### src/rtl/lksc_pkg.sv
package lksc_pkg;

   localparam int NUM_SLOTS_DEFAULT = 8;

   localparam int KEY_W      = 64;
   localparam int STAMP_W    = 64;
   localparam int FUNC_W     = 2;
   localparam int TARGET_W   = 3;
   localparam int SLOT_W     = 3;
   localparam int REQ_DATA_W = 136;
   localparam int RSP_DATA_W = 8;

   typedef enum logic [FUNC_W-1:0] {
      FUNC_LOOKUP     = 2'd0,
      FUNC_INVALIDATE = 2'd1,
      FUNC_CLEAR      = 2'd2
   } func_type;

   typedef enum logic [1:0] {
      ST_IDLE,
      ST_SCAN,
      ST_WRITE,
      ST_HOLD
   } state_type;

   typedef struct packed {
      logic hit;
      logic evicted;
   } pick_type;

endpackage

### src/rtl/lru_keyed_slot_cache.sv
// lookup: response registered after the slot scan, the table write and the hold state
// invalidate, clear and unused codes: response registered from the hold state
// one request at a time; the slot scan reads one entry a cycle from the key and stamp store
// the next request is taken once the previous result sits in the output register
// synchronous reset empties all slots and zeroes the use counter; keys need no clearing
module lru_keyed_slot_cache #(
   parameter int NUM_SLOTS = lksc_pkg::NUM_SLOTS_DEFAULT
) (
   input  logic                               clock,
   input  logic                               reset,
   input  logic                               req_tvalid,
   output logic                               req_tready,
   // surface_key, generation_key, target_slot, zero pad
   input  logic [lksc_pkg::REQ_DATA_W-1:0]    req_tdata,
   // func
   input  logic [lksc_pkg::FUNC_W-1:0]        req_tuser,
   output logic                               rsp_tvalid,
   input  logic                               rsp_tready,
   // hit, slot, evicted, zero pad
   output logic [lksc_pkg::RSP_DATA_W-1:0]    rsp_tdata
);

   localparam int IDX_W = $clog2(NUM_SLOTS);
   localparam int CMP_W = 7;

   lksc_pkg::state_type          state_ff, state_in;
   logic [NUM_SLOTS-1:0]         valid_ff, valid_in;
   logic [lksc_pkg::STAMP_W-1:0] counter_ff, counter_in;
   logic [lksc_pkg::KEY_W-1:0]   surface_ff, surface_in;
   logic [lksc_pkg::KEY_W-1:0]   generation_ff, generation_in;
   logic [IDX_W-1:0]             issue_ff, issue_in;
   logic                         issuing_ff, issuing_in;
   logic                         rd_valid_ff, rd_valid_in;
   logic [IDX_W-1:0]             rd_idx_ff, rd_idx_in;
   logic                         res_hit_ff, res_hit_in;
   logic [lksc_pkg::SLOT_W-1:0]  res_slot_ff, res_slot_in;
   logic                         res_evicted_ff, res_evicted_in;
   logic                         rsp_valid_ff, rsp_valid_in;
   logic [lksc_pkg::RSP_DATA_W-1:0] rsp_data_ff, rsp_data_in;

   logic [lksc_pkg::KEY_W-1:0]    req_surface;
   logic [lksc_pkg::KEY_W-1:0]    req_generation;
   logic [lksc_pkg::TARGET_W-1:0] req_target;
   logic [CMP_W-1:0]              target_wide;

   logic                         scan_start;
   logic                         wr_key_en;
   logic                         wr_stamp_en;
   logic [lksc_pkg::KEY_W-1:0]   rd_surface;
   logic [lksc_pkg::KEY_W-1:0]   rd_generation;
   logic [lksc_pkg::STAMP_W-1:0] rd_stamp;
   logic [IDX_W-1:0]             pick_idx;
   lksc_pkg::pick_type           pick;

   assign req_surface    = req_tdata[63:0];
   assign req_generation = req_tdata[127:64];
   assign req_target     = req_tdata[130:128];
   assign target_wide    = {4'b0000, req_target};

   lksc_store #(
      .NUM_SLOTS (NUM_SLOTS)
   ) u_store (
      .clock         (clock),
      .wr_key_en     (wr_key_en),
      .wr_stamp_en   (wr_stamp_en),
      .wr_addr       (pick_idx),
      .wr_surface    (surface_ff),
      .wr_generation (generation_ff),
      .wr_stamp      (counter_ff),
      .rd_addr       (issue_ff),
      .rd_surface    (rd_surface),
      .rd_generation (rd_generation),
      .rd_stamp      (rd_stamp)
   );

   lksc_scan #(
      .NUM_SLOTS (NUM_SLOTS)
   ) u_scan (
      .clock          (clock),
      .reset          (reset),
      .start          (scan_start),
      .step           (rd_valid_ff),
      .step_idx       (rd_idx_ff),
      .step_valid     (valid_ff[rd_idx_ff]),
      .req_surface    (surface_ff),
      .req_generation (generation_ff),
      .rd_surface     (rd_surface),
      .rd_generation  (rd_generation),
      .rd_stamp       (rd_stamp),
      .pick_idx       (pick_idx),
      .pick           (pick)
   );

   always_comb begin
      state_in       = state_ff;
      valid_in       = valid_ff;
      counter_in     = counter_ff;
      surface_in     = surface_ff;
      generation_in  = generation_ff;
      issue_in       = issue_ff;
      issuing_in     = issuing_ff;
      rd_valid_in    = 1'b0;
      rd_idx_in      = rd_idx_ff;
      res_hit_in     = res_hit_ff;
      res_slot_in    = res_slot_ff;
      res_evicted_in = res_evicted_ff;
      rsp_valid_in   = rsp_valid_ff;
      rsp_data_in    = rsp_data_ff;
      req_tready     = 1'b0;
      scan_start     = 1'b0;
      wr_key_en      = 1'b0;
      wr_stamp_en    = 1'b0;

      if (rsp_valid_ff && rsp_tready) begin
         rsp_valid_in = 1'b0;
      end

      case (state_ff)
         lksc_pkg::ST_IDLE: begin
            req_tready     = 1'b1;
            res_hit_in     = 1'b0;
            res_slot_in    = '0;
            res_evicted_in = 1'b0;
            if (req_tvalid) begin
               case (lksc_pkg::func_type'(req_tuser))
                  lksc_pkg::FUNC_LOOKUP: begin
                     counter_in    = counter_ff + 1'b1;
                     surface_in    = req_surface;
                     generation_in = req_generation;
                     issue_in      = '0;
                     issuing_in    = 1'b1;
                     scan_start    = 1'b1;
                     state_in      = lksc_pkg::ST_SCAN;
                  end
                  lksc_pkg::FUNC_INVALIDATE: begin
                     for (int i = 0; i < NUM_SLOTS; i++) begin
                        if (CMP_W'(i) == target_wide) begin
                           valid_in[i] = 1'b0;
                        end
                     end
                     state_in = lksc_pkg::ST_HOLD;
                  end
                  lksc_pkg::FUNC_CLEAR: begin
                     valid_in = '0;
                     state_in = lksc_pkg::ST_HOLD;
                  end
                  default: begin
                     state_in = lksc_pkg::ST_HOLD;
                  end
               endcase
            end
         end
         lksc_pkg::ST_SCAN: begin
            rd_valid_in = issuing_ff;
            rd_idx_in   = issue_ff;
            if (issuing_ff) begin
               issue_in = issue_ff + 1'b1;
               if (issue_ff == IDX_W'(NUM_SLOTS - 1)) begin
                  issuing_in = 1'b0;
               end
            end else if (!rd_valid_ff) begin
               state_in = lksc_pkg::ST_WRITE;
            end
         end
         lksc_pkg::ST_WRITE: begin
            wr_stamp_en        = 1'b1;
            wr_key_en          = !pick.hit;
            valid_in[pick_idx] = 1'b1;
            res_hit_in         = pick.hit;
            res_slot_in        = lksc_pkg::SLOT_W'(pick_idx);
            res_evicted_in     = pick.evicted;
            state_in           = lksc_pkg::ST_HOLD;
         end
         lksc_pkg::ST_HOLD: begin
            if (!rsp_valid_ff || rsp_tready) begin
               rsp_valid_in = 1'b1;
               rsp_data_in  = {3'b000, res_evicted_ff, res_slot_ff, res_hit_ff};
               state_in     = lksc_pkg::ST_IDLE;
            end
         end
         default: begin
            state_in = lksc_pkg::ST_IDLE;
         end
      endcase
   end

   always_ff @(posedge clock) begin
      if (reset) begin
         state_ff     <= lksc_pkg::ST_IDLE;
         valid_ff     <= '0;
         counter_ff   <= '0;
         issuing_ff   <= 1'b0;
         rd_valid_ff  <= 1'b0;
         rsp_valid_ff <= 1'b0;
      end else begin
         state_ff     <= state_in;
         valid_ff     <= valid_in;
         counter_ff   <= counter_in;
         issuing_ff   <= issuing_in;
         rd_valid_ff  <= rd_valid_in;
         rsp_valid_ff <= rsp_valid_in;
      end
   end

   always_ff @(posedge clock) begin
      surface_ff     <= surface_in;
      generation_ff  <= generation_in;
      issue_ff       <= issue_in;
      rd_idx_ff      <= rd_idx_in;
      res_hit_ff     <= res_hit_in;
      res_slot_ff    <= res_slot_in;
      res_evicted_ff <= res_evicted_in;
      rsp_data_ff    <= rsp_data_in;
   end

   assign rsp_tvalid = rsp_valid_ff;
   assign rsp_tdata  = rsp_data_ff;

   // scan fully drained before the table is written
   a_scan_drained: assert property (@(posedge clock) disable iff (reset)
      state_ff == lksc_pkg::ST_WRITE |-> !issuing_ff && !rd_valid_ff)
      else $error("table write with scan still in flight");

   // the returned slot holds a live entry afterwards
   a_slot_live: assert property (@(posedge clock) disable iff (reset)
      state_ff == lksc_pkg::ST_WRITE |=> valid_ff[$past(pick_idx)])
      else $error("returned slot not valid after lookup");

   // clear empties every slot
   a_clear_all: assert property (@(posedge clock) disable iff (reset)
      (req_tvalid && req_tready && req_tuser == lksc_pkg::FUNC_CLEAR) |=> valid_ff == '0)
      else $error("slots left valid after clear");

   // only lookups move the use counter
   a_counter_hold: assert property (@(posedge clock) disable iff (reset)
      (req_tvalid && req_tready && req_tuser != lksc_pkg::FUNC_LOOKUP) |=>
      $stable(counter_ff))
      else $error("use counter moved on a non-lookup request");

endmodule

### src/rtl/lksc_store.sv
module lksc_store #(
   parameter int NUM_SLOTS = lksc_pkg::NUM_SLOTS_DEFAULT
) (
   input  logic                           clock,
   input  logic                           wr_key_en,
   input  logic                           wr_stamp_en,
   input  logic [$clog2(NUM_SLOTS)-1:0]   wr_addr,
   input  logic [lksc_pkg::KEY_W-1:0]     wr_surface,
   input  logic [lksc_pkg::KEY_W-1:0]     wr_generation,
   input  logic [lksc_pkg::STAMP_W-1:0]   wr_stamp,
   input  logic [$clog2(NUM_SLOTS)-1:0]   rd_addr,
   output logic [lksc_pkg::KEY_W-1:0]     rd_surface,
   output logic [lksc_pkg::KEY_W-1:0]     rd_generation,
   output logic [lksc_pkg::STAMP_W-1:0]   rd_stamp
);

   logic [lksc_pkg::KEY_W-1:0]   surface_mem    [NUM_SLOTS];
   logic [lksc_pkg::KEY_W-1:0]   generation_mem [NUM_SLOTS];
   logic [lksc_pkg::STAMP_W-1:0] stamp_mem      [NUM_SLOTS];

   logic [lksc_pkg::KEY_W-1:0]   rd_surface_ff;
   logic [lksc_pkg::KEY_W-1:0]   rd_generation_ff;
   logic [lksc_pkg::STAMP_W-1:0] rd_stamp_ff;

   always_ff @(posedge clock) begin
      if (wr_key_en) begin
         surface_mem[wr_addr]    <= wr_surface;
         generation_mem[wr_addr] <= wr_generation;
      end
      if (wr_stamp_en) begin
         stamp_mem[wr_addr] <= wr_stamp;
      end
      rd_surface_ff    <= surface_mem[rd_addr];
      rd_generation_ff <= generation_mem[rd_addr];
      rd_stamp_ff      <= stamp_mem[rd_addr];
   end

   assign rd_surface    = rd_surface_ff;
   assign rd_generation = rd_generation_ff;
   assign rd_stamp      = rd_stamp_ff;

endmodule

### src/rtl/lksc_scan.sv
module lksc_scan #(
   parameter int NUM_SLOTS = lksc_pkg::NUM_SLOTS_DEFAULT
) (
   input  logic                           clock,
   input  logic                           reset,
   input  logic                           start,
   input  logic                           step,
   input  logic [$clog2(NUM_SLOTS)-1:0]   step_idx,
   input  logic                           step_valid,
   input  logic [lksc_pkg::KEY_W-1:0]     req_surface,
   input  logic [lksc_pkg::KEY_W-1:0]     req_generation,
   input  logic [lksc_pkg::KEY_W-1:0]     rd_surface,
   input  logic [lksc_pkg::KEY_W-1:0]     rd_generation,
   input  logic [lksc_pkg::STAMP_W-1:0]   rd_stamp,
   output logic [$clog2(NUM_SLOTS)-1:0]   pick_idx,
   output lksc_pkg::pick_type             pick
);

   localparam int IDX_W = $clog2(NUM_SLOTS);

   logic                         hit_ff,       hit_in;
   logic [IDX_W-1:0]             hit_idx_ff,   hit_idx_in;
   logic                         empty_ff,     empty_in;
   logic [IDX_W-1:0]             empty_idx_ff, empty_idx_in;
   logic [IDX_W-1:0]             lru_idx_ff,   lru_idx_in;
   logic [lksc_pkg::STAMP_W-1:0] lru_stamp_ff, lru_stamp_in;
   logic                         match;
   logic                         older;

   assign match = step_valid && (rd_surface == req_surface) &&
                  (rd_generation == req_generation);
   assign older = (step_idx == '0) || (rd_stamp < lru_stamp_ff);

   always_comb begin
      hit_in       = hit_ff;
      hit_idx_in   = hit_idx_ff;
      empty_in     = empty_ff;
      empty_idx_in = empty_idx_ff;
      lru_idx_in   = lru_idx_ff;
      lru_stamp_in = lru_stamp_ff;
      if (start) begin
         hit_in   = 1'b0;
         empty_in = 1'b0;
      end else if (step) begin
         if (match && !hit_ff) begin
            hit_in     = 1'b1;
            hit_idx_in = step_idx;
         end
         if (!step_valid && !empty_ff) begin
            empty_in     = 1'b1;
            empty_idx_in = step_idx;
         end
         if (older) begin
            lru_idx_in   = step_idx;
            lru_stamp_in = rd_stamp;
         end
      end
   end

   always_ff @(posedge clock) begin
      if (reset) begin
         hit_ff   <= 1'b0;
         empty_ff <= 1'b0;
      end else begin
         hit_ff   <= hit_in;
         empty_ff <= empty_in;
      end
   end

   always_ff @(posedge clock) begin
      hit_idx_ff   <= hit_idx_in;
      empty_idx_ff <= empty_idx_in;
      lru_idx_ff   <= lru_idx_in;
      lru_stamp_ff <= lru_stamp_in;
   end

   assign pick_idx    = hit_ff ? hit_idx_ff : (empty_ff ? empty_idx_ff : lru_idx_ff);
   assign pick.hit     = hit_ff;
   assign pick.evicted = !hit_ff && !empty_ff;

endmodule

### config.mk
export PLATFORM = sky130hd
export DESIGN_NAME = lru_keyed_slot_cache
export DESIGN_NICKNAME = d
export VERILOG_FILES = /design/src/rtl/lksc_pkg.sv /design/src/rtl/lru_keyed_slot_cache.sv /design/src/rtl/lksc_store.sv /design/src/rtl/lksc_scan.sv
export SDC_FILE = /design/constraint.sdc
export NUM_CORES = 2
export LEC_CHECK = 0
export ABC_AREA = 1
export ABC_CLOCK_PERIOD_IN_PS = 15500
export BUFFER_PORTS_ARGS = -buffer_cell sky130_fd_sc_hd__buf_4
export CAP_MARGIN = 20
export CELL_PAD_IN_SITES_DETAIL_PLACEMENT = 0
export CELL_PAD_IN_SITES_GLOBAL_PLACEMENT = 1
export CORE_MARGIN = 2
export CORE_UTILIZATION = 55
export CTS_CLUSTER_DIAMETER = 60
export DETAILED_ROUTE_END_ITERATION = 12
export GPL_ROUTABILITY_DRIVEN = 0
export HOLD_SLACK_MARGIN = 0.08
export PLACE_DENSITY = 0.82
export SLEW_MARGIN = 0
export SYNTH_ARGS = -nofsm -noshare
export SYNTH_HDL_FRONTEND = slang
export SYNTH_SLANG_ARGS = --single-unit
### constraint.sdc
create_clock -name clock -period 15.5 [get_ports clock]
set_clock_uncertainty 0.1 [all_clocks]
set_input_delay 0.775 -clock clock [delete_from_list [all_inputs] [get_ports clock]]
set_output_delay 0.775 -clock clock [all_outputs]
set_load 0.1 [all_outputs]
[Yosys cells after proc, flatten, opt, wreduce, memory -nomap -nowiden]
Memories as Yosys holds them, arrays and structs flattened. A register that Yosys moved wholly into a read port is not among the register bits.
Index checks and enable logic that the tools add are counted.
W data, S select, Z words.
Storage, ports and cells
  bits in registers: 296
  memory bits (writable): 1536
  output and inout bits: 10
  logic and storage cells: 156
  memories: 3
Operators by class
  add/subtract/negate cells: 2
  magnitude comparators: 4
  equality and inequality tests: 30
  multiplexer cells: 48
  bitwise logic cells: 3
  reductions and logical operators: 39
Memories
  u_store.generation_mem: words 8, bits a word 64, rd ports 1, clocked after memory_dff 1, wr ports 1, line lksc_store.sv:18  | logic [lksc_pkg::KEY_W-1:0] generation_mem [NUM_SLOTS];
  u_store.stamp_mem: words 8, bits a word 64, rd ports 1, clocked after memory_dff 1, wr ports 1, line lksc_store.sv:19  | logic [lksc_pkg::STAMP_W-1:0] stamp_mem [NUM_SLOTS];
  u_store.surface_mem: words 8, bits a word 64, rd ports 1, clocked after memory_dff 1, wr ports 1, line lksc_store.sv:17  | logic [lksc_pkg::KEY_W-1:0] surface_mem [NUM_SLOTS];
Operators by type and width (number)
  $eq A64 B64 Y1: 2
  $add A64 B1 Y64 const B: 1
  $lt A64 B64 Y1: 1
  $reduce_and A4 Y1: 10
  $pmux W8 S2: 2
  $mux W1: 27
  $ne A3 B3 Y1 const B: 8
  $mux W3: 5
  $reduce_and A3 Y1: 5
  $eq A3 B3 Y1 const A: 4
  $pmux W3 S2: 2
  $mux W2: 5
  $ne A2 B2 Y1 const B: 5
  $lt A3 B4 Y1 const B: 2
  $mux W8: 1
  $or A8 B8 Y8: 1
  $pmux W2 S4: 1
  $logic_and A1 B1 Y1: 7
  $logic_not A7 Y1: 1
  $eq A2 B2 Y1 const B: 3
  $eq A2 B3 Y1 const A: 2
  $pmux W1 S2: 3
  $reduce_and A2 Y1: 3
  $eq A2 B1 Y1 const B: 2
  other kinds (15): 23

[Longest topological paths before layout]
  depth in word-level cells: 8
  depth in mapped cells: 15
  depth with buffers taken out: 15

[Hierarchy]
A second synthesis with hierarchy kept.
Second synthesis, totals
  cell total of the unflattened synthesis: 8587
  area, all modules: 85782.3 um2
By module, submodules not included
  lksc_store: instances 1, cells an instance 6858, area each 70578.9 um2
  lru_keyed_slot_cache: instances 1, cells an instance 920, area each 9182.6 um2
  lksc_scan: instances 1, cells an instance 809, area each 6020.8 um2

[Worst setup path after synthesis]
OpenSTA, ideal clock, no wires.
  path kind: register -> register
  start point: reg u_scan.hit_ff
  end point: mem u_store.generation_mem[6][0] (netlist bit), enable pin
  library setup time: 0.618 ns
  arrival time: 6.476 ns
  slack: 8.306 ns
  cell stages (with the launch flop): 9
  path buffers: 0
  clock period less this slack: 7.194 ns
  cells stage by stage: dfxtp_1 -> clkinv_1 -> o21ai_0 -> inv_1 -> nor2_1 -> inv_1 -> nor2_1 -> inv_1 -> nor2_1
Between the ends
  longest elaborated chain between the ends: 4
RTL lines
  start, declared: line lksc_scan.sv:21  | logic hit_ff, hit_in;
  start signal, assigned: line lksc_scan.sv:65  | hit_ff <= hit_in;
  $logic_not A1 Y1: line lru_keyed_slot_cache.sv:167  | wr_key_en = !pick.hit;
  $mux W1: line lru_keyed_slot_cache.sv:118  | case (state_ff)
  $mux W1: line lksc_store.sv:26  | if (wr_key_en) begin
  $mux W1 (not written as such): line lksc_store.sv:28  | generation_mem[wr_addr] <= wr_generation;
  end, declared: line lksc_store.sv:18
Parallel ways exist; a longest one is shown, timed or not.

[Worst setup path after layout]
  start point: reg u_scan.hit_ff
  end point: mem u_store.surface_mem[6][34] (netlist bit), enable pin
Between the ends
  longest elaborated chain between the ends: 4
RTL lines
  $logic_not A1 Y1: line lru_keyed_slot_cache.sv:167
  $mux W1: line lru_keyed_slot_cache.sv:118
  $mux W1: line lksc_store.sv:26
  $mux W1 (not written as such): line lksc_store.sv:27  | surface_mem[wr_addr] <= wr_surface;
  end, declared: line lksc_store.sv:17
Parallel ways exist; a longest one is shown, timed or not.

==> impl_results.md <==
- DR vias: approximately 48000
- DIE WIDTH: roughly 380 um
- Synth Cell Area: slightly below 80000 um^2
- Minimum clock period: 4.68 ns
- CTS tree: done
- First-pass GRT wire length: 272000 um
- Worst-Margin Slew: approximately 1.1 ns
- Vias in the first global route: about 46000
- Clock transition at the registers of the reported paths: around 0.06 ns
- Internal power: roughly 10 mW
- Slew margin rel.: 0.276
- Total Power: 14.6 mW
- Fmax: between 200 and 250 MHz
- Synth unique cells: 44
- Hold WS: ~0.28 ns
- CP Max Fanout: 48
- Grt ovf: 0
- WHS Path Cells: 4
- Startpoint types: flop
- Max-Cap Viols: 0
- WS Path Type: reg2reg
- Power share of the clock group: 0.323
- Net Sw Frac: 0.304
- Iter 0 DRT Violations: between 4000 and 5000
- Asr flop ratio synth: 0
- Comb pwr share: 0.218
- # IOs: 152
- Core Area: 140000 um^2
- Crit path DAT: between 5 and 6 ns
- Die height: 379 um
- Worst skew pair latency: 0.82 ns
- Final hold viol count: 0
- Static Leakage: between 20 and 30 nW
- Crit. End Element: flop
- Part of the power in registers: 0.460
- TritonCTS Buffers: about 190
- Initial Util: 0.554
- Critical path data required time: 15.85 ns
- Synth warnings: 0
- VDD IR max: ~170 uV
- Post-route setup TNS: 0 ns
- Main area contributors after synthesis: edfxtp_1, nor2_1, dfxtp_1
- Global-route usage over all layers: 0.251
- P&R area growth vs syn: 13.8%
- Seq/Total Area, Yosys: 0.751
- Antenna cell count: 0
- RSZ-0062 raised after global routing: no
- Final setup fails: 0
- Reg2Reg Depth: 11
- Worst-case clock buffer depth: 3
- Post-synth EDFFs: about 1800
- # H-tree levels: 4
- Share of the synthesized area in the top cell type: 0.681
- Layout filler cell count: between 10000 and 15000
- Ys flop type: edfxtp_1
- Seq cells post-synth: between 2000 and 2500
- Via density: 5.64
- Syn Area/Cell: ~13 um^2
- Largest net degree at the start of global routing: between 150 and 200
- Row cnt: between 100 and 150
- Port bufs: around 140
- Synth Instances: just over 6000
- Fin crit share: 0.302
- Cell Pwr Density: ~170 nW/um^2
- Min-Delay Path Class: in2reg
- Initial antenna violation count: 3
- Status: completed
- Nets: roughly 6600
- Slew Viols, Final: 0
- Layout cells sized above 1: 0.0834
- Wire per inst: ~21 um
- DR DRC count: 0
- Root Driver: clkbuf_16
- Final WL: 181000 um
- Antenna viol nets, final: 0
- Die area: ~140000 um^2
- First-pass DRT Iterations: 5
- Clock tree sinks: roughly 2000
- Number of buffers added for setup after CTS: 0
- Yosys top cell by area: edfxtp_1
- Switching power of the nets: between 4 and 5 mW
- Post-DP HPWL: ~96000 um
-- metal layers --
layer  part of all wire  wire [um]  global-route usage
met3              0.060      10900              0.0387
met1               0.44      79300               0.356
met4              0.024       4370              0.0739
met2               0.48      86000               0.405
met5            0.00016         28                   0
-- cell usage in the layout (no fill, tap or decap), drive strengths merged --
cell and count:
a211oi 11, a21oi 85, a22o 1, a31oi 202, and2 1, and3 2
buf 205, bufinv 17, clkbuf 264, clkinv 68, clkinvlp 7, conb 3
dfxtp 271, dlygate4sd3 128, edfxtp 1753, ha 70, inv 309, nand2 337
nand3 55, nand3b 1, nand4 47, nor2 1556, nor3 46, nor3b 1
nor4 7, o211ai 4, o21a 8, o21ai 836, o221a 1, o221ai 1
o22ai 206, o2bb2ai 1, or2 11, xnor2 31, xor2 25
-- stage by stage --
| stage | cell area [um^2] | setup slack (ns) | instances | utilization |
|---|---|---|---|---|
| 2_1_floorplan | 77300 | 8.31 | 6184 | - |
| 3_3_place_gp | 80200 | 10.85 | 7952 | 0.575 |
| 3_5_place_dp | 80200 | 10.84 | 7952 | 0.575 |
| 4_1_cts | 87900 | 10.83 | 8445 | 0.630 |
| 5_1_grt | 88000 | 10.46 | 8447 | 0.630 |
| 6_report | 88000 | 10.82 | 8447 | 0.630 |
-- synth_stat cells, types with 8 or more instances --
master / instances
buf_1: 22
a211oi_1: 11
o22ai_1: 206
o21ai_0: 783
o21a_1: 8
nand2_1: 330
nor3_1: 44
edfxtp_1: 1753
clkbuf_1: 253
a21oi_1: 85
dfxtp_1: 271
xor2_1: 25
buf_2: 31
ha_1: 70
a31oi_1: 202
nand3_1: 53
o21ai_1: 53
or2_2: 10
xnor2_1: 31
nand4_1: 46
inv_1: 294
nor2_1: 1545
-- final timing paths --
| kind | from | end | slack [ns] |
|---|---|---|---|
| max | u_scan.hit_ff | u_store.surface_mem[6][34] | 10.82 |
| min | rsp_tready | rsp_tvalid | 0.28 |
| max reg2reg | u_scan.hit_ff | u_store.surface_mem[6][34] | 10.82 |
| min reg2reg | res_hit_ff | rsp_tdata[0] | 0.32 |
-- kinds of logic (layout without fill, tap and decap cells) --
logic type,Yosys count,after routing,synth area share
flip-flops,2024,2024,0.751
other,1,3,0.0000485
AND/OR/NAND/NOR,2064,2064,0.105
adder cells (fa/ha/maj),70,70,0.0113
AO/OA/AOI/OAI,1356,1356,0.0954
buffers and inverters,611,998,0.0304
XOR/XNOR,56,56,0.00634
-- what timing repair did --
item | in CTS | in global routing
hold buffers | 128 | 0
hold endpoints to repair | 128 | 0
gates resized for setup | 0 | 0
-- final cells by class --
class / instances / area, um^2 / area share
Multi-Input combinational cell: 3549 / 17000 / 0.194
Clock buffer: 264 / 5350 / 0.0609
Sequential cell: 2024 / 58100 / 0.660
Clock inverter: 101 / 1040 / 0.0118
Inverter: 300 / 1150 / 0.0131
Timing Repair Buffer: 333 / 2970 / 0.0338
Tap cell: 1876 / 2350 / 0.0267
-- worst max-delay path: stages, from the launching register on --
cell and delay [ns]:
dfxtp_1 0.35, clkinv_1 0.18, o21ai_0 0.33, inv_1 0.15
nor2_1 0.12, inv_1 0.06, nor2_1 0.16, inv_1 0.13
nor2_4 0.48, buf_4 0.77, buf_4 0.70, buf_4 0.65
-- registers in the layout, summed over array words and instances, names as in the netlist, 2 cells and up --
name                    cells
rd_idx_ff                   3
u_scan.hit_idx_ff           3
u_store.surface_mem       512
generation_ff              64
u_store.rd_stamp           64
rsp_tdata                   5
u_store.rd_surface         64
counter_ff                 64
res_slot_ff                 3
u_store.rd_generation      64
u_scan.empty_idx_ff         3
surface_ff                 64
u_scan.lru_stamp_ff        64
u_scan.lru_idx_ff           3
u_store.stamp_mem         512
issue_ff                    3
u_store.generation_mem    512
state_ff                    2
valid_ff                    8
-- power by group through the flow --
stage | Sequential [mW] | Combinational [mW] | Clock [mW]
global route | 6.75 | 3.55 | 4.98
finish | 6.71 | 3.17 | 4.71
global placement | 6.80 | 3.08 | 0
CTS | 6.71 | 3.17 | 4.76
floorplan | 6.78 | 2.20 | 0
detailed placement | 6.81 | 3.12 | 0
Note: power is estimated with default switching activity, not from simulation.
